`config.mk`:
```
export PLATFORM = sky130hd
export DESIGN_NAME = satt_lookup
export DESIGN_NICKNAME = d
export VERILOG_FILES = /design/src/satt_pkg.sv /design/src/satt_lookup.sv
export SDC_FILE = /design/constraint.sdc
export NUM_CORES = 1
export LEC_CHECK = 0
export BUFFER_PORTS_ARGS = -buffer_cell sky130_fd_sc_hd__buf_2
export CAP_MARGIN = 40
export CORE_AREA = 2 2 436 438
export DETAILED_ROUTE_END_ITERATION = 6
export DIE_AREA = 0 0 438 440
export PLACE_DENSITY_LB_ADDON = 0.15
export SLEW_MARGIN = 20
export SYNTH_ARGS = -nofsm -noshare
export SYNTH_HDL_FRONTEND = slang
export SYNTH_SLANG_ARGS = --single-unit
```
`constraint.sdc`:
```
create_clock -name vclk -period 11.25
set_input_delay 0 -clock vclk [all_inputs]
set_output_delay 0 -clock vclk [all_outputs]
set_load 0.01 [all_outputs]
```
`src/satt_pkg.sv`:
```
`default_nettype none
// ----------------------------------------------------------------------------
// satt_pkg
// shared types, constants and score helpers of the transposition table core
// ----------------------------------------------------------------------------
package satt_pkg;

    localparam int SET_BITS = 10;
    localparam int WAYS     = 4;
    localparam int NUM_SETS = 1 << SET_BITS;
    localparam int WAY_W    = (WAYS > 1) ? $clog2(WAYS) : 1;

    localparam int SCORE_W     = 16;
    localparam int THR_W       = 15;
    localparam int AGE_W       = 8;
    localparam int S_DATA_W    = 152;
    localparam int M_DATA_W    = 40;
    localparam int APB_ADDR_W  = 3;
    localparam int APB_DATA_W  = 32;

    localparam logic [THR_W-1:0] THR_RESET = THR_W'(30000);
    localparam logic signed [17:0] SCORE_MAX = 18'sd32767;
    localparam logic signed [17:0] SCORE_MIN = -18'sd32767;

    localparam logic [1:0] CMD_INSERT = 2'd0;
    localparam logic [1:0] CMD_PROBE  = 2'd1;
    localparam logic [1:0] CMD_TICK   = 2'd2;

    localparam logic [1:0] BOUND_EXACT = 2'd0;
    localparam logic [1:0] BOUND_UPPER = 2'd1;
    localparam logic [1:0] BOUND_LOWER = 2'd2;

    localparam logic REG_MATE_THR = 1'b0;

    typedef enum logic [1:0] {
        ST_CLEAR,
        ST_IDLE,
        ST_LOOKUP
    } state_t;

    typedef struct packed {
        logic [AGE_W-1:0]   stamp;
        logic [2:0]         promo;
        logic [5:0]         dest;
        logic [5:0]         src;
        logic               has_move;
        logic [7:0]         depth;
        logic [1:0]         bound;
        logic [SCORE_W-1:0] score;
    } payload_t;

    typedef struct packed {
        payload_t    pay;
        logic [63:0] key;
    } entry_t;

    localparam int ENTRY_W = $bits(entry_t);
    localparam int ROW_W   = ENTRY_W * WAYS;

    typedef entry_t [WAYS-1:0] row_t;

    typedef struct packed {
        logic [1:0]                cmd;
        logic [63:0]               key;
        logic signed [SCORE_W-1:0] score;
        logic [1:0]                bound;
        logic [7:0]                depth;
        logic [7:0]                ply;
        logic signed [SCORE_W-1:0] alpha;
        logic signed [SCORE_W-1:0] beta;
        logic                      has_move;
        logic [5:0]                src;
        logic [5:0]                dest;
        logic [2:0]                promo;
    } item_t;

    typedef struct packed {
        logic [2:0]                move_promotion;
        logic [5:0]                move_dest;
        logic [5:0]                move_src;
        logic signed [SCORE_W-1:0] result_score;
        logic                      found_score;
        logic                      found_move;
        logic                      hit;
    } result_t;

    localparam int RESULT_W = $bits(result_t);

    // mate distance adjustment by ply, saturated to the legal score range
    // to_root = 1 moves the score toward storage form (insert), 0 back (probe)
    function automatic logic signed [SCORE_W-1:0] mate_adjust(
        input logic signed [SCORE_W-1:0] s,
        input logic [7:0]                ply,
        input logic [THR_W-1:0]          thr,
        input logic                      to_root
    );
        logic signed [17:0] sx;
        logic signed [17:0] mag;
        logic signed [17:0] px;
        logic signed [17:0] r;
        logic               pos;
        sx  = {{2{s[SCORE_W-1]}}, s};
        mag = s[SCORE_W-1] ? -sx : sx;
        px  = $signed({10'b0, ply});
        pos = !s[SCORE_W-1] && (s != '0);
        r   = sx;
        if (mag >= $signed({3'b0, thr})) begin
            if (pos == to_root) begin
                r = sx + px;
            end else begin
                r = sx - px;
            end
        end
        if (r > SCORE_MAX) begin
            r = SCORE_MAX;
        end else if (r < SCORE_MIN) begin
            r = SCORE_MIN;
        end
        return r[SCORE_W-1:0];
    endfunction

endpackage
`default_nettype wire

```
`src/satt_lookup.sv`:
```
`default_nettype none
// ----------------------------------------------------------------------------
// satt_lookup
// way match, victim choice, write-back row and probe result for one bucket
// ----------------------------------------------------------------------------
module satt_lookup
    import satt_pkg::*;
(
    input  wire row_t             row,
    input  wire item_t            item,
    input  wire logic [AGE_W-1:0] time_now,
    input  wire logic [THR_W-1:0] thr,
    output logic                  wr_en,
    output row_t                  wr_row,
    output result_t               res
);

    logic             hit;
    logic [WAY_W-1:0] hit_way;
    logic [WAY_W-1:0] victim;
    logic [15:0]      best;
    logic [15:0]      weight;
    logic [WAY_W-1:0] pick;
    payload_t         hpay;
    payload_t         npay;
    logic signed [SCORE_W-1:0] s_adj;
    logic             depth_ok;

    // lowest matching way, and oldest / shallowest way as the victim
    always_comb begin
        hit     = 1'b0;
        hit_way = '0;
        victim  = '0;
        best    = {time_now - row[0].pay.stamp, ~row[0].pay.depth};
        weight  = '0;
        for (int w = 0; w < WAYS; w++) begin
            if (!hit && row[w].key == item.key) begin
                hit     = 1'b1;
                hit_way = WAY_W'(w);
            end
        end
        for (int w = 1; w < WAYS; w++) begin
            weight = {time_now - row[w].pay.stamp, ~row[w].pay.depth};
            if (weight > best) begin
                best   = weight;
                victim = WAY_W'(w);
            end
        end
    end

    assign pick = hit ? hit_way : victim;

    always_comb begin
        npay          = '0;
        npay.stamp    = time_now;
        npay.has_move = item.has_move;
        npay.depth    = item.depth;
        npay.bound    = item.bound;
        npay.score    = item.score;
        if (item.has_move) begin
            npay.src   = item.src;
            npay.dest  = item.dest;
            npay.promo = item.promo;
        end
        wr_row           = row;
        wr_row[pick].key = item.key;
        wr_row[pick].pay = npay;
    end

    assign wr_en = (item.cmd == CMD_INSERT);

    assign hpay     = row[hit_way].pay;
    assign s_adj    = mate_adjust(hpay.score, item.ply, thr, 1'b0);
    assign depth_ok = (hpay.depth >= item.depth);

    always_comb begin
        res = '0;
        if (item.cmd == CMD_PROBE && hit) begin
            res.hit = 1'b1;
            if (hpay.has_move) begin
                res.found_move     = 1'b1;
                res.move_src       = hpay.src;
                res.move_dest      = hpay.dest;
                res.move_promotion = hpay.promo;
            end
            if (depth_ok) begin
                unique case (hpay.bound)
                    BOUND_EXACT: begin
                        res.found_score  = 1'b1;
                        res.result_score = s_adj;
                    end
                    BOUND_UPPER: begin
                        if (s_adj <= item.alpha) begin
                            res.found_score  = 1'b1;
                            res.result_score = item.alpha;
                        end
                    end
                    BOUND_LOWER: begin
                        if (s_adj >= item.beta) begin
                            res.found_score  = 1'b1;
                            res.result_score = item.beta;
                        end
                    end
                    default: begin
                        res.found_score = 1'b0;
                    end
                endcase
            end
        end
    end

endmodule
`default_nettype wire

```
==> flow_summary.html, run 1 <==
<table>
<tr><th>Metric</th><th>Value</th></tr>
<tr><th colspan="2">Setup path</th></tr>
<tr><td>Crit-path most repeated cell</td><td>sky130_fd_sc_hd__buf_4</td></tr>
<tr><td>Arrival @ worst endpoint</td><td>roughly 10 ns</td></tr>
<tr><td>Worst stage delay on the critical path</td><td>0.47 ns</td></tr>
<tr><td>Req. time, crit path</td><td>11.25 ns</td></tr>
<tr><td>Critical path class</td><td>in2out</td></tr>
<tr><td>Crit path max fanout</td><td>11</td></tr>
<tr><td>Startpoint kind of the worst setup timing path</td><td>primary input</td></tr>
<tr><td>CP max stage cell</td><td>sky130_fd_sc_hd__xnor2_1</td></tr>
<tr><td>Endpoint kind of the worst setup timing path</td><td>primary output</td></tr>
<tr><th colspan="2">Finish</th></tr>
<tr><td>Synthesis-to-layout area growth</td><td>64.07%</td></tr>
<tr><td>Storage element area</td><td>0 um^2</td></tr>
<tr><td>Final standard cell utilization of the core</td><td>14.10%</td></tr>
<tr><td>Fin area</td><td>26,600 um^2</td></tr>
<tr><td>Layout sequential cell count</td><td>0</td></tr>
<tr><td>Clock Buffer Count</td><td>0</td></tr>
<tr><td>Most frequent standard cell in the layout excluding fill and tap cells</td><td>sky130_fd_sc_hd__buf_2</td></tr>
<tr><td>Layout cell share with drive strength beyond 1</td><td>between 50% and 60%</td></tr>
<tr><td>Final nets</td><td>3,979</td></tr>
<tr><td>Number of standard cells in the layout, taps in and fillers out</td><td>~5,700</td></tr>
<tr><td>Leading cell types in the layout, fill and taps excluded</td><td>sky130_fd_sc_hd__buf_2 (1,119), sky130_fd_sc_hd__mux2_2 (447), sky130_fd_sc_hd__buf_4 (252)</td></tr>
<tr><th colspan="2">Global route</th></tr>
<tr><td>Remaining global-route overflow</td><td>0</td></tr>
<tr><td>Antenna violations before repair</td><td>131</td></tr>
<tr><td>Pin count of the biggest net entering global routing</td><td>62</td></tr>
<tr><td>Global-route wire length before repair</td><td>245.5 mm</td></tr>
<tr><td>Vias in the first global route</td><td>between 20,000 and 25,000</td></tr>
<tr><td>GRT Overall Usage</td><td>approximately 20%</td></tr>
<tr><th colspan="2">Placement</th></tr>
<tr><td>Estimated wirelength of the detail-placed design</td><td>roughly 180 mm</td></tr>
<tr><td>Routability congestion estimate from global placement</td><td>between 0.9 and 1</td></tr>
<tr><td>Port buffer count</td><td>roughly 1,100</td></tr>
<tr><td>Area after detailed placement</td><td>roughly 26,000 um^2</td></tr>
<tr><td>Cell Count Post-Placement</td><td>about 5,700</td></tr>
<tr><th colspan="2">Floorplanning</th></tr>
<tr><td>Initial core utilization</td><td>about 8.6%</td></tr>
<tr><td>Site row count</td><td>160</td></tr>
<tr><td>Top-level I/O count</td><td>~1,100</td></tr>
<tr><td>Width of the die</td><td>438 um</td></tr>
<tr><td>Die span in y</td><td>roughly 440 um</td></tr>
<tr><td>Area enclosed by the die boundary</td><td>192,700 um^2</td></tr>
<tr><td>Core Footprint</td><td>~190,000 um^2</td></tr>
<tr><th colspan="2">Timing</th></tr>
<tr><td>Worst slack on hold paths</td><td>between 0.2 and 0.3 ns</td></tr>
<tr><td>Final critical path time including I/O delays and setup</td><td>10.43 ns</td></tr>
<tr><td>Tcrit/Tclk final</td><td>slightly above 90%</td></tr>
<tr><td>Setup repair after global routing missed its margin</td><td>false</td></tr>
<tr><td>Total setup violations reported at the end of the flow</td><td>0</td></tr>
<tr><td>Number of pins with negative max-slew slack in the final report</td><td>0</td></tr>
<tr><td>Worst-case headroom to the max-slew limit</td><td>a little over two fifths</td></tr>
<tr><td>Count of final hold-check violations</td><td>0</td></tr>
<tr><td>Transition time of the tightest slew-check pin</td><td>approximately 0.85 ns</td></tr>
<tr><td>Top achievable clock speed</td><td>approximately 0.096 GHz</td></tr>
<tr><th colspan="2">Min path</th></tr>
<tr><td>HP Class</td><td>in2out</td></tr>
<tr><th colspan="2">Outcome</th></tr>
<tr><td>Result of the run</td><td>finished clean</td></tr>
<tr><th colspan="2">Drt</th></tr>
<tr><td>WL/cell</td><td>between 30 and 40 um</td></tr>
<tr><td>Total DRC errors in the routed layout</td><td>0</td></tr>
<tr><td>Detail Route Antenna Nets</td><td>0</td></tr>
<tr><td>Total via count in the routed design</td><td>between 20,000 and 25,000</td></tr>
<tr><td>Number of iterations in the first detailed-routing pass</td><td>5</td></tr>
<tr><td>WL final</td><td>approximately 200 mm</td></tr>
<tr><td>Iter 0 DRT Violations</td><td>approximately 1,400</td></tr>
<tr><td>Vias/cell</td><td>3.711</td></tr>
<tr><th colspan="2">Logic synthesis</th></tr>
<tr><td>Synthesized netlist net count</td><td>between 2,000 and 3,000</td></tr>
<tr><td>Post-synthesis area per instance</td><td>just over 8 um^2</td></tr>
<tr><td>Yosys top cell by area</td><td>sky130_fd_sc_hd__mux2_2</td></tr>
<tr><td>Mapped Cells</td><td>1,950</td></tr>
<tr><td>Share of the yosys chip area belonging to registers</td><td>0%</td></tr>
<tr><td>Synth warnings</td><td>0</td></tr>
<tr><td>Number of distinct library cells after synthesis</td><td>72</td></tr>
<tr><td>Portion of synthesized cell area occupied by the leading cell type</td><td>approximately 31%</td></tr>
<tr><td>Syn Std Cell Area</td><td>approximately 16,000 um^2</td></tr>
<tr><td>Leading cell types by total area after synthesis</td><td>sky130_fd_sc_hd__mux2_2 (31%), sky130_fd_sc_hd__xnor2_1 (12%), sky130_fd_sc_hd__ha_1 (12%)</td></tr>
<tr><th colspan="2">Run</th></tr>
<tr><td>Max-capacitance violation count</td><td>0</td></tr>
<tr><th colspan="2">Pwr</th></tr>
<tr><td>Total Power</td><td>a little under 0.008 W</td></tr>
<tr><td>P per Cell Area</td><td>just under 300 nW/um^2</td></tr>
<tr><td>Leakage component of the power</td><td>roughly 13 nW</td></tr>
<tr><td>Highest ir drop seen on vdd</td><td>0.0002392 V</td></tr>
</table>
==> report_power, final <==
group          switching (W)        total, W    internal [W]
logic                0.00491         0.00784         0.00292
clock network              0  0.000000000383  0.000000000383
registers                  0               0               0
==> cell families after synthesis <==
| family | count (synthesis) | synth area share, % |
|---|---|---|
| fa+ha+maj | 156 | 12.26 |
| mux | 531 | 37.55 |
| xor+xnor | 317 | 17.36 |
| simple gates | 359 | 12.53 |
| buf+inv | 297 | 8.683 |
| compound gates | 290 | 11.62 |
==> Yosys cell counts (17+ instances only) <==
cell	number
sky130_fd_sc_hd__mux2_2	447
sky130_fd_sc_hd__xnor2_1	226
sky130_fd_sc_hd__ha_1	150
sky130_fd_sc_hd__inv_1	144
sky130_fd_sc_hd__a21oi_1	108
sky130_fd_sc_hd__xor2_1	86
sky130_fd_sc_hd__nor2_1	84
sky130_fd_sc_hd__nand4_1	70
sky130_fd_sc_hd__mux2i_1	67
sky130_fd_sc_hd__clkbuf_1	64
sky130_fd_sc_hd__o21ai_0	43
sky130_fd_sc_hd__nand2_1	38
sky130_fd_sc_hd__a21o_1	36
sky130_fd_sc_hd__buf_2	35
sky130_fd_sc_hd__nor4_1	30
sky130_fd_sc_hd__buf_6	26
sky130_fd_sc_hd__nand2b_1	22
sky130_fd_sc_hd__and2_1	20
sky130_fd_sc_hd__mux4_2	17
==> layout make-up <==
class                      instances  area [um^2]
antenna                           28        70.07
tap                             2511         3142
timing repair buffer            1396         7974
fill                           21980       162000
inverter                         146        548.0
multi-input combinational       1653        14860
==> timing repair <==
action | 4_1_cts | 5_1_grt
hold buffers | 0 | 0
endpoints found under the setup margin | 0 | 16
setup buffers | 0 | 1
endpoints found under the hold margin | 0 | 0
resized for setup | 0 | 2
==> metrics by stage <==
stage               setup TNS, ns  setup WS (ns)
floorplan                       0          2.570
global placement           -1.902        -0.3057
detailed placement              0         0.3822
CTS                             0         0.3418
global route                    0       0.005238
finish                          0         0.8179
==> final timing paths <==
| path | startpoint | endpoint | slack (ns) | cells after the start |
|---|---|---|---|---|
| setup / recovery | item[119] | res[16] | 0.82 | 58 |
| hold / removal | item[146] | wr_en | 0.26 | 3 |
==> per-layer routing <==
layer	part of all wire (%)	routed length (um)	track usage, %	up-vias
li1	-	-	-	9541
met1	43	85700	25.09	10540
met2	47	93800	33.22	973
met3	8.1	16210	5.760	218
met4	1.6	3192	2.314	10
met5	0.035	70	0	-
==> critical path: cells and delay by family <==
kind	cells	cell delay (ns)
adders and majority gates	3	0.88
buffers and inverters	16	2.43
and+or+nand+nor	17	3.17
AOI/OAI and AO/OA	17	2.79
muxes	2	0.26
xor gates and xnor gates	3	0.86
Power figures use the tool's default switching activity.
==> inputs of run 2 (changes only) <==
Settings changed: CORE_AREA 2 2 436 438 to 3 3 437 439, DIE_AREA 0 0 438 440 to 0 0 440 442.
==> flow_summary.html, run 2 (synthesized netlist as in run 1, its figures left out) <==
<table>
<tr><th>Metric</th><th>Value</th></tr>
<tr><th colspan="2">Global route</th></tr>
<tr><td>Fraction of met1 tracks used by global routing</td><td>24.18% (-0.91 points)</td></tr>
<tr><td>Routing usage on met2</td><td>32.79% (-0.43 points)</td></tr>
<tr><td>Pin count of the biggest net entering global routing</td><td>77 (+24%)</td></tr>
<tr><td>Remaining global-route overflow</td><td>0 (unchanged)</td></tr>
<tr><td>Antenna violations before repair</td><td>118 (-9.9%)</td></tr>
<tr><td>Global-route wire length before repair</td><td>247.1 mm (+0.67%)</td></tr>
<tr><td>Layer carrying the most global-route usage</td><td>met2</td></tr>
<tr><td>Vias in the first global route</td><td>21,590 (+0.40%)</td></tr>
<tr><td>GRT Overall Usage</td><td>19.43% (-0.19 points)</td></tr>
<tr><td>Routing usage on met3</td><td>6.817% (+1.1 points)</td></tr>
<tr><th colspan="2">Min path</th></tr>
<tr><td>HP Class</td><td>in2out</td></tr>
<tr><th colspan="2">Placement</th></tr>
<tr><td>Estimated wirelength of the detail-placed design</td><td>181.5 mm (-0.63%)</td></tr>
<tr><td>Routability congestion estimate from global placement</td><td>0.9712 (-1.6%)</td></tr>
<tr><td>Port buffer count</td><td>1,118 (unchanged)</td></tr>
<tr><td>Cell Count Post-Placement</td><td>5,583 (-2.1%)</td></tr>
<tr><th colspan="2">Setup path</th></tr>
<tr><td>Arrival @ worst endpoint</td><td>10.51 ns (+0.08 ns)</td></tr>
<tr><td>Endpoint kind of the worst setup timing path</td><td>primary output</td></tr>
<tr><td>Req. time, crit path</td><td>11.25 ns (about the same)</td></tr>
<tr><td>CP max stage cell</td><td>sky130_fd_sc_hd__nor4_1</td></tr>
<tr><td>Critical path class</td><td>in2out</td></tr>
<tr><td>Crit path max fanout</td><td>8 (-3)</td></tr>
<tr><td>Startpoint kind of the worst setup timing path</td><td>primary input</td></tr>
<tr><td>Worst stage delay on the critical path</td><td>0.73 ns (+0.26 ns)</td></tr>
<tr><th colspan="2">Pwr</th></tr>
<tr><td>Leakage component of the power</td><td>11.96 nW (-4.4%)</td></tr>
<tr><td>Combinational share of power</td><td>100.0% (about the same)</td></tr>
<tr><td>Share of total power in sequential cells</td><td>0% (unchanged)</td></tr>
<tr><td>Total Power</td><td>0.007798 W (-0.48%)</td></tr>
<tr><td>Cell-internal power</td><td>0.002888 W (-1.2%)</td></tr>
<tr><td>Clock share of power</td><td>0% (unchanged)</td></tr>
<tr><td>Net Sw Power</td><td>0.004910 W (about the same)</td></tr>
<tr><td>Switching power as a share of total power</td><td>62.97% (+0.27 points)</td></tr>
<tr><td>Highest ir drop seen on vdd</td><td>0.0004258 V (+78%)</td></tr>
<tr><td>P per Cell Area</td><td>303.9 nW/um^2 (+3.2%)</td></tr>
<tr><th colspan="2">Floorplanning</th></tr>
<tr><td>Core Footprint</td><td>187,600 um^2 (-0.52%)</td></tr>
<tr><td>Initial core utilization</td><td>8.641% (+0.045 points)</td></tr>
<tr><td>Area enclosed by the die boundary</td><td>194,500 um^2 (+0.91%)</td></tr>
<tr><td>Width of the die</td><td>440 um (+0.46%)</td></tr>
<tr><td>Site row count</td><td>159 (-0.63%)</td></tr>
<tr><td>Top-level I/O count</td><td>1,118 (unchanged)</td></tr>
<tr><td>Die span in y</td><td>442 um (+0.45%)</td></tr>
<tr><th colspan="2">Timing</th></tr>
<tr><td>Count of final hold-check violations</td><td>0 (unchanged)</td></tr>
<tr><td>Number of pins with negative max-slew slack in the final report</td><td>0 (unchanged)</td></tr>
<tr><td>Setup repair after global routing missed its margin</td><td>false</td></tr>
<tr><td>Worst-case headroom to the max-slew limit</td><td>40.40% (-3.2 points)</td></tr>
<tr><td>Tcrit/Tclk final</td><td>93.38% (+0.65 points)</td></tr>
<tr><td>Total setup violations reported at the end of the flow</td><td>0 (unchanged)</td></tr>
<tr><td>Top achievable clock speed</td><td>0.09519 GHz (-0.70%)</td></tr>
<tr><td>Transition time of the tightest slew-check pin</td><td>0.8940 ns (+0.04754 ns)</td></tr>
<tr><td>Final setup TNS</td><td>0 ns (unchanged)</td></tr>
<tr><td>Final critical path time including I/O delays and setup</td><td>10.51 ns (+0.07348 ns)</td></tr>
<tr><th colspan="2">Drt</th></tr>
<tr><td>Number of iterations in the first detailed-routing pass</td><td>7 (+2)</td></tr>
<tr><td>Iter 0 DRT Violations</td><td>1,561 (+8.0%)</td></tr>
<tr><td>WL/cell</td><td>35.33 um (+1.8%)</td></tr>
<tr><td>Detail Route Antenna Nets</td><td>0 (unchanged)</td></tr>
<tr><td>Total DRC errors in the routed layout</td><td>2 (+2)</td></tr>
<tr><td>Vias/cell</td><td>3.756 (+1.2%)</td></tr>
<tr><td>Total via count in the routed design</td><td>21,090 (-0.89%)</td></tr>
<tr><td>WL final</td><td>198.3 mm (-0.31%)</td></tr>
<tr><th colspan="2">Finish</th></tr>
<tr><td>Leading cell types in the layout, fill and taps excluded</td><td>sky130_fd_sc_hd__buf_2 (1,118), sky130_fd_sc_hd__mux2_2 (447), sky130_fd_sc_hd__xnor2_1 (226)</td></tr>
<tr><td>Final nets</td><td>3,873 (-2.7%)</td></tr>
<tr><td>Synthesis-to-layout area growth</td><td>58.27%</td></tr>
<tr><td>Most frequent standard cell in the layout excluding fill and tap cells</td><td>sky130_fd_sc_hd__buf_2</td></tr>
<tr><td>Layout cell share with drive strength beyond 1</td><td>58.30% (-1.4 points)</td></tr>
<tr><td>Layout sequential cell count</td><td>0 (unchanged)</td></tr>
<tr><td>Storage element area</td><td>0 um^2 (unchanged)</td></tr>
<tr><td>Filler cells</td><td>21,880 (-0.46%)</td></tr>
<tr><td>Final standard cell utilization of the core</td><td>13.68% (-0.43 points)</td></tr>
<tr><td>Number of standard cells in the layout, taps in and fillers out</td><td>5,614 (-2.1%)</td></tr>
<tr><td>Clock Buffer Count</td><td>0 (unchanged)</td></tr>
<tr><th colspan="2">Run</th></tr>
<tr><td>Max-capacitance violation count</td><td>0 (unchanged)</td></tr>
<tr><th colspan="2">Clocking</th></tr>
<tr><td>Number of buffers added for setup after CTS</td><td>0 (unchanged)</td></tr>
<tr><td>Post-CTS sizing</td><td>0 (unchanged)</td></tr>
<tr><td>Number of buffers inserted for hold repair after clock tree synthesis</td><td>0 (unchanged)</td></tr>
<tr><th colspan="2">Outcome</th></tr>
<tr><td>Failing checks</td><td>DRC</td></tr>
<tr><td>Result of the run</td><td>complete, but fails checks</td></tr>
</table>
-- run 2: changes by cell type in the layout (fill, tap and decap cells not counted) --
cell,previous run,this run
sky130_fd_sc_hd__clkdlybuf4s15_2,1,0
sky130_fd_sc_hd__buf_2,1119,1118
sky130_fd_sc_hd__nor3_2,1,0
sky130_fd_sc_hd__diode_2,28,30
sky130_fd_sc_hd__nor3_1,12,13
sky130_fd_sc_hd__xnor2_2,6,5
sky130_fd_sc_hd__buf_4,252,156
sky130_fd_sc_hd__buf_12,22,13
sky130_fd_sc_hd__xnor2_1,225,226
sky130_fd_sc_hd__clkbuf_2,0,1
-- run 2: area by class of cell --
type | instances | area [um^2] | area share, %
Antenna cell | 30 | 75.07 | 0.2926
Inverter | 146 | 548.0 | 2.136
Multi-Input combinational cell | 1653 | 14850 | 57.88
Tap cell | 2495 | 3122 | 12.17
Timing Repair Buffer | 1290 | 7062 | 27.52
-- run 2: worst paths after layout --
check	depth (start not counted)	from	endpoint
setup / recovery	48	item[103]	res[18]
hold / removal	3	item[146]	wr_en
-- run 2: routing by layer --
metal | vias to the layer above | share of wire, %
met3 | 194 | 9.9
met2 | 1036 | 47
li1 | 9342 | -
met5 | - | 0.039
met1 | 10500 | 41
met4 | 12 | 1.6
-- run 2: power groups by stage --
stage	Sequential [W]	Clock, W	Combinational [W]
2_1_floorplan	0	0	0.00366
3_3_place_gp	0	0	0.00798
3_5_place_dp	0	0	0.00792
4_1_cts	0	0	0.00797
5_1_grt	0	0.000000000157	0.00828
6_report	0	0.000000000481	0.00780
-- run 2: critical path, delay by kind of cell --
kind	cells	cell delay [ns]
muxes	1	0.17
adders and majority gates	3	0.79
AOI/OAI and AO/OA	15	2.49
xor gates and xnor gates	3	0.77
buffers and inverters	9	1.57
and+or+nand+nor	17	4.64
-- run 2: per-stage QoR --
step                      setup slack, ns  area (um^2)  hold WS, ns
after CTS                          0.7849        25580       0.2704
after detailed placement           0.8501        25580       0.2704
final                              0.7444        25660       0.2664
after global placement             0.4881        25550       0.2658
after floorplan                     2.570        16210      0.04292
after global routing              0.06917        25610       0.2877
